## config.mk

```make
export PLATFORM = sky130hd
export DESIGN_NAME = rft_scan
export DESIGN_NICKNAME = d
export VERILOG_FILES = /design/src/rtl/rft_pkg.sv /design/src/rtl/rft_scan.sv
export SDC_FILE = /design/constraint.sdc
export NUM_CORES = 1
export LEC_CHECK = 0
export ABC_CLOCK_PERIOD_IN_PS = 8550
export BUFFER_PORTS_ARGS = -buffer_cell sky130_fd_sc_hd__buf_2
export CAP_MARGIN = 20
export CORE_AREA = 2 2 247 249
export CTS_CLUSTER_DIAMETER = 50
export DETAILED_ROUTE_END_ITERATION = 12
export DIE_AREA = 0 0 249 251
export HOLD_SLACK_MARGIN = 0.06
export PLACE_DENSITY = 0.66
export RECOVER_POWER = 25
export SYNTH_ARGS = -nofsm -noshare
export SYNTH_HDL_FRONTEND = slang
export SYNTH_SLANG_ARGS = --single-unit
```

## constraint.sdc

```tcl
create_clock -name clk -period 8.55 [get_ports clk]
set_input_delay 0.4275 -clock clk [delete_from_list [all_inputs] [get_ports clk]]
set_output_delay 0.4275 -clock clk [all_outputs]
set_load 0.005 [all_outputs]
```

## src/rtl/rft_pkg.sv

```systemverilog
// Shared types and constants for the request flow table.
// Holds the flow entry record and the stream word layouts; no dependencies.
package rft_pkg;

    // field widths
    localparam int IP_W    = 32;
    localparam int MAC_W   = 48;
    localparam int LEN_W   = 16;
    localparam int CNT_W   = 32;
    localparam int IDX_O_W = 8;
    localparam int HOST_O_W = 9;

    // default table depth
    localparam int RFT_TABLE_ENTRIES = 256;

    // stream word layouts
    localparam int IN_TDATA_W  = IP_W + IP_W + MAC_W + LEN_W;
    localparam int OUT_USED_W  = IDX_O_W + CNT_W + CNT_W + HOST_O_W + CNT_W + CNT_W;
    localparam int OUT_TDATA_W = ((OUT_USED_W + 7) / 8) * 8;
    localparam int OUT_PAD_W   = OUT_TDATA_W - OUT_USED_W;
    localparam int OUT_TUSER_W = 2;

    // one stored flow: key plus its counters
    typedef struct packed {
        logic [IP_W-1:0]  src_ip;
        logic [IP_W-1:0]  dst_ip;
        logic [MAC_W-1:0] src_mac;
        logic [CNT_W-1:0] packets;
        logic [CNT_W-1:0] bytes;
    } rft_entry_t;

endpackage

```

## src/rtl/rft_scan.sv

```systemverilog
// Scan controller of the flow ring: stream handshakes, key compare at the
// ring head, counter update and append at the wrap point, global totals.
// Depends on rft_pkg.
module rft_scan #(
    parameter int TABLE_ENTRIES = rft_pkg::RFT_TABLE_ENTRIES
) (
    input  logic                            clk,
    input  logic                            rst_n,
    input  logic                            s_tvalid,
    output logic                            s_tready,
    input  logic [rft_pkg::IN_TDATA_W-1:0]  s_tdata,
    output logic                            m_tvalid,
    input  logic                            m_tready,
    output logic [rft_pkg::OUT_TDATA_W-1:0] m_tdata,
    output logic [rft_pkg::OUT_TUSER_W-1:0] m_tuser,
    input  rft_pkg::rft_entry_t             head_entry,
    output rft_pkg::rft_entry_t             wrap_entry,
    output logic                            rotate
);
    import rft_pkg::*;

    localparam int IDX_W  = $clog2(TABLE_ENTRIES);
    localparam int USED_W = $clog2(TABLE_ENTRIES + 1);
    localparam logic [IDX_W-1:0]  LAST_STEP = IDX_W'(TABLE_ENTRIES - 1);
    localparam logic [USED_W-1:0] FULL_CNT  = USED_W'(TABLE_ENTRIES);

    typedef enum logic [2:0] {
        ST_IDLE = 3'b001,
        ST_SCAN = 3'b010,
        ST_DONE = 3'b100
    } state_t;

    function automatic logic [CNT_W-1:0] sat_add(input logic [CNT_W-1:0] a,
                                                  input logic [CNT_W-1:0] b);
        logic [CNT_W:0] s;
        s = {1'b0, a} + {1'b0, b};
        return s[CNT_W] ? {CNT_W{1'b1}} : s[CNT_W-1:0];
    endfunction

    state_t            state_reg, state_next;
    logic [IDX_W-1:0]  step_reg, step_next;
    logic [IP_W-1:0]   sip_reg;
    logic [IP_W-1:0]   dip_reg;
    logic [MAC_W-1:0]  mac_reg;
    logic [LEN_W-1:0]  len_reg;
    logic              found_reg;
    logic              inserted_reg;
    logic [IDX_W-1:0]  idx_reg;
    logic [CNT_W-1:0]  epk_reg;
    logic [CNT_W-1:0]  eby_reg;
    logic [USED_W-1:0] used_reg;
    logic [CNT_W-1:0]  ptot_reg;
    logic [CNT_W-1:0]  btot_reg;
    logic              out_valid_reg;
    logic              out_hit_reg;
    logic              out_full_reg;
    logic [IDX_O_W-1:0] out_idx_reg;
    logic [CNT_W-1:0]  out_epk_reg;
    logic [CNT_W-1:0]  out_eby_reg;

    logic             in_use;
    logic             match;
    logic             insert;
    logic             load_out;
    logic             miss_full;
    logic [CNT_W-1:0] len_ext;
    logic [CNT_W-1:0] upd_pk;
    logic [CNT_W-1:0] upd_by;

    // handshakes
    assign s_tready = (state_reg == ST_IDLE);
    assign m_tvalid = out_valid_reg;
    assign rotate   = (state_reg == ST_SCAN);
    assign load_out = (state_reg == ST_DONE) && (!out_valid_reg || m_tready);

    // compare against the entry at the ring head
    assign len_ext = CNT_W'(len_reg);
    assign in_use  = (USED_W'(step_reg) < used_reg);
    assign match   = rotate && in_use && !found_reg
                     && (head_entry.src_ip == sip_reg)
                     && (head_entry.dst_ip == dip_reg)
                     && (head_entry.src_mac == mac_reg);
    assign insert  = rotate && !found_reg && (USED_W'(step_reg) == used_reg);
    assign upd_pk  = sat_add(head_entry.packets, CNT_W'(1));
    assign upd_by  = sat_add(head_entry.bytes, len_ext);
    assign miss_full = !found_reg && !inserted_reg;

    // entry written back into the tail of the ring
    always_comb
    begin
        wrap_entry = head_entry;
        if (match)
        begin
            wrap_entry.packets = upd_pk;
            wrap_entry.bytes   = upd_by;
        end
        else if (insert)
        begin
            wrap_entry.src_ip  = sip_reg;
            wrap_entry.dst_ip  = dip_reg;
            wrap_entry.src_mac = mac_reg;
            wrap_entry.packets = CNT_W'(1);
            wrap_entry.bytes   = len_ext;
        end
    end

    // sequencer
    always_comb
    begin
        state_next = state_reg;
        step_next  = step_reg;
        case (state_reg)
            ST_IDLE:
            begin
                if (s_tvalid)
                begin
                    state_next = ST_SCAN;
                    step_next  = '0;
                end
            end
            ST_SCAN:
            begin
                step_next = step_reg + IDX_W'(1);
                if (step_reg == LAST_STEP)
                begin
                    state_next = ST_DONE;
                end
            end
            ST_DONE:
            begin
                if (load_out)
                begin
                    state_next = ST_IDLE;
                end
            end
            default:
            begin
                state_next = ST_IDLE;
            end
        endcase
    end

    // control state and totals
    always_ff @(posedge clk or negedge rst_n)
    begin
        if (!rst_n)
        begin
            state_reg     <= ST_IDLE;
            step_reg      <= '0;
            used_reg      <= '0;
            ptot_reg      <= '0;
            btot_reg      <= '0;
            out_valid_reg <= 1'b0;
            found_reg     <= 1'b0;
            inserted_reg  <= 1'b0;
        end
        else
        begin
            state_reg <= state_next;
            step_reg  <= step_next;
            if (s_tvalid && s_tready)
            begin
                found_reg    <= 1'b0;
                inserted_reg <= 1'b0;
            end
            if (match)
            begin
                found_reg <= 1'b1;
            end
            if (insert)
            begin
                inserted_reg <= 1'b1;
            end
            if (load_out)
            begin
                out_valid_reg <= 1'b1;
                ptot_reg      <= sat_add(ptot_reg, CNT_W'(1));
                btot_reg      <= sat_add(btot_reg, len_ext);
                if (inserted_reg)
                begin
                    used_reg <= used_reg + USED_W'(1);
                end
            end
            else if (m_tready)
            begin
                out_valid_reg <= 1'b0;
            end
        end
    end

    // input word, scan result and output word
    always_ff @(posedge clk)
    begin
        if (s_tvalid && s_tready)
        begin
            sip_reg <= s_tdata[IP_W-1:0];
            dip_reg <= s_tdata[2*IP_W-1:IP_W];
            mac_reg <= s_tdata[2*IP_W+MAC_W-1:2*IP_W];
            len_reg <= s_tdata[IN_TDATA_W-1:2*IP_W+MAC_W];
        end
        if (match)
        begin
            idx_reg <= step_reg;
            epk_reg <= upd_pk;
            eby_reg <= upd_by;
        end
        else if (insert)
        begin
            idx_reg <= step_reg;
            epk_reg <= CNT_W'(1);
            eby_reg <= len_ext;
        end
        if (load_out)
        begin
            out_hit_reg  <= found_reg;
            out_full_reg <= miss_full;
            out_idx_reg  <= miss_full ? '0 : IDX_O_W'(idx_reg);
            out_epk_reg  <= miss_full ? '0 : epk_reg;
            out_eby_reg  <= miss_full ? '0 : eby_reg;
        end
    end

    assign m_tuser = {out_full_reg, out_hit_reg};
    assign m_tdata = {{OUT_PAD_W{1'b0}}, btot_reg, ptot_reg, HOST_O_W'(used_reg),
                      out_eby_reg, out_epk_reg, out_idx_reg};

    // a key is either found or appended, never both in one step
    assert property (@(posedge clk) disable iff (!rst_n) !(match && insert))
        else $error("match and append in the same step");

    // an append only happens while there is room
    assert property (@(posedge clk) disable iff (!rst_n) insert |-> (used_reg < FULL_CNT))
        else $error("append into a full table");

    // fill count never passes the table depth
    assert property (@(posedge clk) disable iff (!rst_n) used_reg <= FULL_CNT)
        else $error("fill count beyond table depth");

    // a finished scan is either a hit or an append, not both
    assert property (@(posedge clk) disable iff (!rst_n)
                     (state_reg == ST_DONE) |-> !(found_reg && inserted_reg))
        else $error("scan both hit and appended");

    // loading a result frees the input side in the next cycle
    assert property (@(posedge clk) disable iff (!rst_n)
                     load_out |=> (out_valid_reg && s_tready))
        else $error("result load did not complete");

endmodule

```

==> results of run 1 <==
[per-stage QoR]
stage	setup WS, ps	hold WS, ps
2_1_floorplan	3570	132
3_3_place_gp	3360	361
3_5_place_dp	3380	364
4_1_cts	2870	63.5
5_1_grt	2680	151
6_report	2930	177
[layer usage]
layer  wire [um]  vias up
li1            -     9020
met1       29800     9161
met2       37400      872
met3        5080      215
met4        4270        2
met5          11        -
[power breakdown]
| part | internal [W] | switching (W) |
|---|---|---|
| sequential | 0.00208 | 0.000125 |
| clock | 0.00126 | 0.000850 |
| combinational | 0.000406 | 0.000604 |
| total | 0.00375 | 0.00158 |
[final timing paths]
kind | end | slack (ps) | cells after the start | startpoint
max reg2reg | epk_reg[0] | 4060 | 9 | sip_reg[17]
max in group asynchronous | btot_reg[13] | 3910 | 3 | rst_n
max | wrap_entry[174] | 2930 | 11 | dip_reg[30]
min in group asynchronous | ptot_reg[16] | 740 | 2 | rst_n
min | m_tvalid | 180 | 3 | m_tready
min reg2reg | btot_reg[0] | 490 | 2 | btot_reg[0]
[kinds of logic after synthesis]
kind of cell / synth area share
buf+inv: 0.0342
simple gates: 0.230
xor+xnor: 0.0705
mux: 0.00835
other cells: 0.000184
compound gates: 0.117
flops: 0.510
fa+ha+maj: 0.0290
[area by class of cell]
cell class / instances / share of cell area
multi-input cells: 1589 / 0.343
flip-flops and latches: 361 / 0.382
clock buffers: 64 / 0.0510
inverters: 67 / 0.00951
repair buffers: 776 / 0.165
clock inverters: 31 / 0.0117
well taps: 782 / 0.0359
diodes: 8 / 0.000735
[Yosys cell counts (8+ instances only)]
master / instances / area share
sky130_fd_sc_hd__nand2_1: 443 / 0.082
sky130_fd_sc_hd__a211oi_1: 13 / 0.0048
sky130_fd_sc_hd__nand4_1: 71 / 0.022
sky130_fd_sc_hd__o2111ai_1: 9 / 0.0039
sky130_fd_sc_hd__dfrtp_1: 86 / 0.11
sky130_fd_sc_hd__clkbuf_1: 69 / 0.013
sky130_fd_sc_hd__edfxtp_1: 274 / 0.40
sky130_fd_sc_hd__nor3_1: 37 / 0.0091
sky130_fd_sc_hd__nor2_1: 106 / 0.020
sky130_fd_sc_hd__buf_4: 11 / 0.0041
sky130_fd_sc_hd__mux2i_1: 8 / 0.0039
sky130_fd_sc_hd__xor2_1: 55 / 0.024
sky130_fd_sc_hd__and2_1: 9 / 0.0028
sky130_fd_sc_hd__ha_1: 44 / 0.027
sky130_fd_sc_hd__or3_1: 11 / 0.0034
sky130_fd_sc_hd__a31oi_1: 24 / 0.0074
sky130_fd_sc_hd__nor4_1: 20 / 0.0061
sky130_fd_sc_hd__mux2_2: 8 / 0.0044
sky130_fd_sc_hd__o221a_2: 11 / 0.0061
sky130_fd_sc_hd__and3_1: 37 / 0.011
sky130_fd_sc_hd__inv_1: 67 / 0.012
sky130_fd_sc_hd__o21a_1: 12 / 0.0044
sky130_fd_sc_hd__o31ai_1: 8 / 0.0029
sky130_fd_sc_hd__o21ai_0: 73 / 0.018
sky130_fd_sc_hd__nand3_1: 67 / 0.016
sky130_fd_sc_hd__xnor2_1: 109 / 0.047
sky130_fd_sc_hd__nand2b_1: 52 / 0.016
sky130_fd_sc_hd__buf_2: 11 / 0.0027
sky130_fd_sc_hd__a21oi_1: 139 / 0.034
sky130_fd_sc_hd__a21o_1: 18 / 0.0066
sky130_fd_sc_hd__and4_1: 10 / 0.0043
sky130_fd_sc_hd__o21bai_1: 10 / 0.0037
sky130_fd_sc_hd__nor2b_1: 82 / 0.025
[critical path, stage by stage (launching register included)]
cell and delay, ps:
sky130_fd_sc_hd__edfxtp_1 400, sky130_fd_sc_hd__xor2_1 270, sky130_fd_sc_hd__nor4_1 340, sky130_fd_sc_hd__nor4bb_1 930, sky130_fd_sc_hd__nand4_1 230, sky130_fd_sc_hd__nor4_2 290
sky130_fd_sc_hd__buf_4 360, sky130_fd_sc_hd__or2_4 560, sky130_fd_sc_hd__buf_4 710, sky130_fd_sc_hd__nand2_1 120, sky130_fd_sc_hd__o21ai_0 140, sky130_fd_sc_hd__buf_2 190
==> metrics.csv, run 1 <==
metric,value,unit
run_status,finished with violations,
violations,"max-capacitance violations, max-slew violations",
synth.ff_latch_count,361,
fp.coreArea,59800,sq um
grt_pass1_wl,113,mm
slew_violations,63,
final_setup_skew,20.2,ps
total_cts_buffers,51,
clockRootBuffer,sky130_fd_sc_hd__clkbuf_16,
timing.critical_path.required,8120,ps
rsz0062_at_grt,no,
cp_max_fo,72,
vias_after_detailed_routing,19300,
synth-async-reset-ratio,0.241,
crit_type,reg2out,
post-dp-hpwl,57.8,mm
globalRouteMet3Util,0.0411,
worst-slew-pin-transition,3410,ps
timing.max_cap.violations,1,
fill_cells,5709,
use_met2,0.402,
largest_reg_flops,48,
starting_density_of_the_core,0.341,
wire_per_inst,20.8,um
drc,0,
place_area,24300,sq um
worst_slew_margin_rel,-1.27,
ys.warnings.count,0,
numPlacedInstances,3446,
drt-pass1-iter-count,5,
commonest_non_fill_non_tap_cell_in_the_layout,sky130_fd_sc_hd__buf_2,
fp.dieH,251,um
report.final.setup_viol,0,
route.antenna.remaining_nets,0,
power.total,0.00533,W
finalCritPeriodShare,0.658,
ios,641,
cts_sinks,361,
ys_seq_area_frac,0.510,
maxClockFrequency,0.178,GHz
layout_common_cells,"sky130_fd_sc_hd__buf_2 (575), sky130_fd_sc_hd__nand2_1 (442), sky130_fd_sc_hd__edfxtp_1 (274)",
multi_input_area,9350,sq um
holdBufCountCts,128,
worst_setup_path_start_kind,flip-flop,
gp_congestion,0.973,
final_nets,3200,
synth_edf_count,274,
number_of_global_route_vias_before_repair,18800,
cp_endpoint_kind,primary output,
total_leakage_power,11.6,nW
clock_tree.buffer_depth,3,
die_w,249,um
areaGrowthSynthToFinish,33.6,%
port_buffers,633,
setup_tns_final,0,ps
maximum_number_of_pins_on_one_net_before_global_route_repair,77,
tritoncts,built,
yosysUniqueCellTypes,76,
clkLatencyLatePin,580,ps
grt_remaining_overflow,0,
cellPowerDensity,196,nW/um^2
die_area,62500,sq um
ir_worst_vdd,162,uV
post_layout_nonfiller_instances,3678,
syn_area_per_cell,9.67,sq um
grt-busiest-layer,met2,
post-route-min-period,5620,ps
clkTransAtPathRegs,60,ps
hold_crit_path_type,in2reg,
initial_detailed_routing_violation_count,1340,
total_detailed_routing_wirelength,76.6,mm
postCtsResizedCells,0,
ctsHtreeMaxLevel,2,
final_hold_vio_count,0,
row_count,90,
fin_util,0.455,
final_cell_area,27200,sq um
grt_use_met1,0.283,
grtUsageTotal,0.235,
post_synth_inst_count,2107,
cts_setup_buffers,0,
cp.arrival,5200,ps
synth_flop_cell,sky130_fd_sc_hd__edfxtp_1,
vias_per_cell,5.24,
synth_area,20400,sq um
layout.area.seq,10400,sq um
grt_antenna_before_repair,7,
layout_cell_share_with_drive_strength_beyond_1,0.249,
Note: power is estimated with default switching activity, not from simulation.
==> run 2: changes to the inputs <==
--- a/config.mk
+++ b/config.mk
@@ -5,7 +5,7 @@
 export SDC_FILE = /design/constraint.sdc
 export NUM_CORES = 1
 export LEC_CHECK = 0
-export ABC_CLOCK_PERIOD_IN_PS = 8550
+export ABC_CLOCK_PERIOD_IN_PS = 5500
 export BUFFER_PORTS_ARGS = -buffer_cell sky130_fd_sc_hd__buf_2
 export CAP_MARGIN = 20
 export CORE_AREA = 2 2 247 249
==> constraint.sdc (replaced) <==
create_clock -name clk -period 5.5 [get_ports clk]
set_input_delay 0.275 -clock clk [delete_from_list [all_inputs] [get_ports clk]]
set_output_delay 0.275 -clock clk [all_outputs]
set_load 0.005 [all_outputs]
==> run 2 against run 1 <==
Net effect: the run still ends with max-capacitance violations, max-slew violations left; sequential share of layout area shrank 0.44 points; count of clock-buffer cells in the layout shrank 1; wire length grew 0.82%; combinational power grew 57%; power grew 61%; global-route usage grew 0.28 points; sequential cell count is the same; setup slack lost 2600 ps; non-clock buffer count grew 14; die area is the same; register-to-register slack lost 3100 ps; clock skew shrank 1.3 ps; critical endpoint is now wrap_entry[41].
==> metrics.csv, run 2 (same netlist as run 1, synthesis figures left out) <==
metric,value,unit
largest_reg_flops,48,
worst_setup_path_start_kind,flip-flop,
worst-path-stages,10,
violations,"max-capacitance violations, max-slew violations",
starting_density_of_the_core,0.341,
final_nets,3216,
timing.max_cap.violations,1,
final_hold_vio_count,0,
final_setup_skew,18.8,ps
total_detailed_routing_wirelength,77.2,mm
slowest_delay,870,ps
worst-path-buf-inv,2,
power.total,0.00860,W
die_w,249,um
crit_family,simple AND/OR/NAND/NOR gates,
run_status,finished with violations,
worstRegToRegCells,8,
post-dp-hpwl,58.9,mm
timing.critical_path.required,5220,ps
fp.dieH,251,um
areaGrowthSynthToFinish,35.1,%
clkTransAtPathRegs,60,ps
ios,641,
die_area,62500,sq um
cp_max_fo,55,
route.antenna.remaining_nets,0,
gp_congestion,0.952,
maximum_number_of_pins_on_one_net_before_global_route_repair,112,
layout_common_cells,"sky130_fd_sc_hd__buf_2 (576), sky130_fd_sc_hd__nand2_1 (442), sky130_fd_sc_hd__edfxtp_1 (274)",
row_count,90,
worst_slew_margin_rel,-0.0396,
cellPowerDensity,312,nW/um^2
setup_tns_final,0,ps
report.final.setup_viol,0,
vias_after_detailed_routing,19300,
worst_hold_slack,124,ps
number_of_global_route_vias_before_repair,19000,
grt_antenna_before_repair,9,
total_leakage_power,11.7,nW
drc,0,
hold_crit_path_type,in2reg,
crit_top_cell,sky130_fd_sc_hd__or4_1,
tritoncts,built,
grt_pass1_wl,114,mm
maxClockFrequency,0.192,GHz
fill_cells,5621,
cp.arrival,4950,ps
ctsHtreeMaxLevel,2,
crit_chain,xnor2_1 > nand2_1 > or3b_1 > or4_1 > or4_1 > or4_4 > buf_4 > nor2_1 > a311oi_1 > buf_2,
multi_input_area,9350,sq um
grt_remaining_overflow,0,
port_buffers,633,
crit_slowest_cell,sky130_fd_sc_hd__or4_4,
worst-slew-pin-transition,1560,ps
layout_cell_share_with_drive_strength_beyond_1,0.254,
hold_path_depth,3,
post-route-min-period,5220,ps
fp.coreArea,59800,sq um
slew_violations,62,
cp_endpoint_kind,primary output,
vias_per_cell,5.23,
ir_worst_vdd,262,uV
initial_detailed_routing_violation_count,1267,
wire_per_inst,20.9,um
drt-pass1-iter-count,6,
cts_setup_buffers,0,
total_cts_buffers,53,
grtUsageTotal,0.238,
clkLatencyLatePin,600,ps
finalCritPeriodShare,0.949,
clockRootBuffer,sky130_fd_sc_hd__clkbuf_16,
rsz0062_at_grt,no,
layout.area.seq,10400,sq um
cts_sinks,361,
commonest_non_fill_non_tap_cell_in_the_layout,sky130_fd_sc_hd__buf_2,
crit_type,reg2out,
clock_tree.buffer_depth,3,
-- run 2: cell count changes in the layout (fill, tap and decap cells not counted), moves of 2 or more --
cell / change
sky130_fd_sc_hd__buf_12: +3
sky130_fd_sc_hd__buf_4: +6
sky130_fd_sc_hd__dlygate4sd3_1: +6
sky130_fd_sc_hd__inv_8: +6
sky130_fd_sc_hd__clkinv_2: -4
sky130_fd_sc_hd__clkbuf_1: -8
sky130_fd_sc_hd__bufinv_16: +2
sky130_fd_sc_hd__clkbuf_8: +4
-- run 2: power breakdown --
part	leakage, nW	internal [W]	switching, W
sequential	3.54	0.00324	0.000197
clock	0.925	0.00217	0.00141
combinational	7.24	0.000639	0.000947
-- run 2: final timing paths --
| kind | start | end | slack, ps |
|---|---|---|---|
| setup reg to reg | sip_reg[17] | epk_reg[10] | 920 |
| max in group asynchronous | rst_n | btot_reg[10] | 2680 |
| setup / recovery | sip_reg[17] | wrap_entry[41] | 280 |
| min in group asynchronous | rst_n | ptot_reg[15] | 580 |
| hold / removal | head_entry[31] | eby_reg[31] | 120 |
| hold reg to reg | btot_reg[0] | btot_reg[0] | 500 |
-- run 2: area by class of cell --
class,count,area share
well taps,782,0.0355
multi-input cells,1589,0.340
flip-flops and latches,361,0.378
repair buffers,790,0.169
inverters,67,0.00940
clock buffers,63,0.0525
clock inverters,36,0.0158
diodes,8,0.000727
-- run 2: through the flow --
stage / util / instance area, sq um / std cells / setup slack (ps)
detailed placement: 0.408 / 24400 / 3455 / 894
finish: 0.461 / 27500 / 3696 / 279
global route: 0.461 / 27500 / 3695 / 121
CTS: 0.462 / 27600 / 3688 / 235
global placement: 0.408 / 24400 / 3455 / 905
floorplan: - / 20400 / 2113 / 534
-- run 2: repair_timing --
action,4_1_cts,5_1_grt
endpoints found under the setup margin,0,0
resized for setup,0,0
endpoints found under the hold margin,159,0
hold buffers,134,0
-- run 2: worst reg2reg max path: cells and delay by family (launching register included) --
family | cells | cell delay [ps]
buf+inv | 1 | 330
flops | 1 | 410
simple gates | 6 | 3070
xor+xnor | 1 | 420
-- run 2: layer usage --
| layer | vias up | routed length (um) | GRT usage |
|---|---|---|---|
| met5 | - | 11 | 0 |
| met4 | 2 | 3700 | 0.117 |
| met3 | 196 | 5120 | 0.0436 |
| met2 | 907 | 38600 | 0.415 |
| met1 | 9171 | 29800 | 0.283 |
| li1 | 9066 | - | - |
==> run 3: changes to the inputs <==
--- a/config.mk
+++ b/config.mk
@@ -8,13 +8,13 @@
 export ABC_CLOCK_PERIOD_IN_PS = 5500
 export BUFFER_PORTS_ARGS = -buffer_cell sky130_fd_sc_hd__buf_2
 export CAP_MARGIN = 20
-export CORE_AREA = 2 2 247 249
+export CORE_AREA = 4 4 249 251
 export CTS_CLUSTER_DIAMETER = 50
 export DETAILED_ROUTE_END_ITERATION = 12
-export DIE_AREA = 0 0 249 251
+export DIE_AREA = 0 0 253 255
 export HOLD_SLACK_MARGIN = 0.06
 export PLACE_DENSITY = 0.66
-export RECOVER_POWER = 25
+export RECOVER_POWER = 50
 export SYNTH_ARGS = -nofsm -noshare
 export SYNTH_HDL_FRONTEND = slang
 export SYNTH_SLANG_ARGS = --single-unit
==> run 3 against run 2 <==
Net effect: the flow still finishes with violations (max-capacitance violations, max-slew violations); clock skew grew 19 ps; setup slack gained 63 ps; power shrank 2.1%; die area grew 3.2%; sequential share of layout area grew 0.23 points; non-clock buffer count grew 6; first-iteration DRC count grew 4.1%; clock power shrank 5.9%; global-route usage shrank 0.68 points; sequential cell count is the same; fmax grew 1.2%; largest cell class unchanged.
==> metrics.csv, run 3 (same netlist as run 1, synthesis figures left out) <==
metric,value,unit
post-dp-hpwl,60.1,mm
grt_antenna_before_repair,10,
regToRegStartpoint,state_reg[0],
worstRegToRegCells,4,
drt-pass1-iter-count,5,
crit_type,reg2out,
clockRootBuffer,sky130_fd_sc_hd__clkbuf_16,
ios,641,
hold_crit_path_type,in2reg,
port_buffers,633,
cp_endpoint_kind,primary output,
holdPathEnd,eby_reg[29],
total_leakage_power,11.5,nW
final_hold_vio_count,0,
setup_ws,343,ps
vias_per_cell,5.27,
post-route-min-period,5160,ps
critPathLaunch,mac_reg[34],
gp_congestion,0.958,
drc,0,
timing.critical_path.required,5220,ps
setup_tns_final,0,ps
rsz0062_at_grt,no,
timing.max_cap.violations,6,
fill_cells,5732,
fp.coreArea,59900,sq um
initial_detailed_routing_violation_count,1319,
grtUsageTotal,0.231,
multi_input_area,9350,sq um
total_detailed_routing_wirelength,79.3,mm
layout.area.seq,10400,sq um
grt_pass1_wl,115,mm
starting_density_of_the_core,0.340,
reg2reg_setup_slack,600,ps
worst_slew_margin_rel,-1.33,
reg2reg_to,mac_reg[47],
maxClockFrequency,0.194,GHz
clkLatencyLatePin,610,ps
finalCritPeriodShare,0.938,
wire_per_inst,21.4,um
number_of_global_route_vias_before_repair,19000,
largest_reg_flops,48,
route.antenna.remaining_nets,0,
die_area,64500,sq um
report.final.setup_viol,0,
clock_tree.buffer_depth,3,
cp_max_fo,40,
ctsHtreeMaxLevel,2,
final_setup_skew,37.9,ps
worst-slew-pin-transition,3500,ps
slew_violations,300,
layout_cell_share_with_drive_strength_beyond_1,0.234,
clkTransAtPathRegs,60,ps
ir_worst_vdd,262,uV
cp.arrival,4880,ps
maximum_number_of_pins_on_one_net_before_global_route_repair,119,
worst_setup_path_start_kind,flip-flop,
hold_path_depth,3,
cellPowerDensity,307,nW/um^2
fp.dieH,255,um
violations,"max-capacitance violations, max-slew violations",
final_nets,3224,
grt_remaining_overflow,0,
total_cts_buffers,55,
cts_sinks,361,
vias_after_detailed_routing,19500,
die_w,253,um
areaGrowthSynthToFinish,34.3,%
tritoncts,built,
commonest_non_fill_non_tap_cell_in_the_layout,sky130_fd_sc_hd__buf_2,
holdCritStartpoint,head_entry[29],
postCtsResizedCells,0,
pre_cts_ws,926,ps
layout_common_cells,"sky130_fd_sc_hd__buf_2 (520), sky130_fd_sc_hd__nand2_1 (442), sky130_fd_sc_hd__edfxtp_1 (274)",
run_status,finished with violations,
row_count,90,
## run 3: worst max-delay path, stage by stage, from the launching register on
cell	delay [ps]
sky130_fd_sc_hd__edfxtp_1	390
sky130_fd_sc_hd__nor2b_1	150
sky130_fd_sc_hd__a2111o_1	380
sky130_fd_sc_hd__a2111oi_1	670
sky130_fd_sc_hd__nand4_1	180
sky130_fd_sc_hd__or4_1	630
sky130_fd_sc_hd__or4_4	730
sky130_fd_sc_hd__buf_4	350
sky130_fd_sc_hd__buf_4	320
sky130_fd_sc_hd__nor3_1	230
sky130_fd_sc_hd__a211oi_1	80
sky130_fd_sc_hd__buf_2	160
## run 3: report_power, final
| part | internal, W | switching (W) | total [W] |
|---|---|---|---|
| Clock | 0.00195 | 0.00142 | 0.00337 |
| Combinational | 0.000637 | 0.000955 | 0.00159 |
| Sequential | 0.00325 | 0.000200 | 0.00345 |
## run 3: worst max-delay path by stage
| stage | end | slack, ps | cells after the start |
|---|---|---|---|
| after floorplan | eby_reg[0] | 530 | 10 |
| after global placement | wrap_entry[18] | 980 | 11 |
| after detailed placement | wrap_entry[17] | 930 | 10 |
| after CTS | wrap_entry[18] | 260 | 11 |
| after global routing | wrap_entry[18] | 130 | 11 |
| final | wrap_entry[18] | 340 | 11 |
## run 3: cell type report
class / count / area share
Antenna cell: 9 / 0.000823
Clock inverter: 38 / 0.0128
Multi-Input combinational cell: 1589 / 0.341
Sequential cell: 361 / 0.380
Clock buffer: 63 / 0.0517
Inverter: 67 / 0.00923
Tap cell: 782 / 0.0357
Timing Repair Buffer: 796 / 0.168
## run 3: per-stage QoR
step / cell area (sq um) / util / hold slack, ps / std cells / total power (W)
6_report: 27400 / 0.457 / 128 / 3705 / 0.00841
3_5_place_dp: 24400 / 0.408 / 219 / 3463 / 0.00500
5_1_grt: 27400 / 0.457 / 126 / 3703 / 0.00875
2_1_floorplan: 20400 / - / -20.6 / 2113 / 0.00434
4_1_cts: 27500 / 0.459 / 78.1 / 3696 / 0.00846
3_3_place_gp: 24400 / 0.408 / 209 / 3462 / 0.00499
## run 3: what timing repair did
action	CTS	global route
setup endpoints to repair	0	0
hold buffers	132	0
setup buffers	0	0
endpoints found under the hold margin	156	0
## run 3: metal layers
layer	GRT usage	share of wire	wire (um)
met1	0.278	0.38	30300
met2	0.407	0.50	39500
met3	0.0422	0.071	5640
met4	0.101	0.049	3850
met5	0	0.000088	7
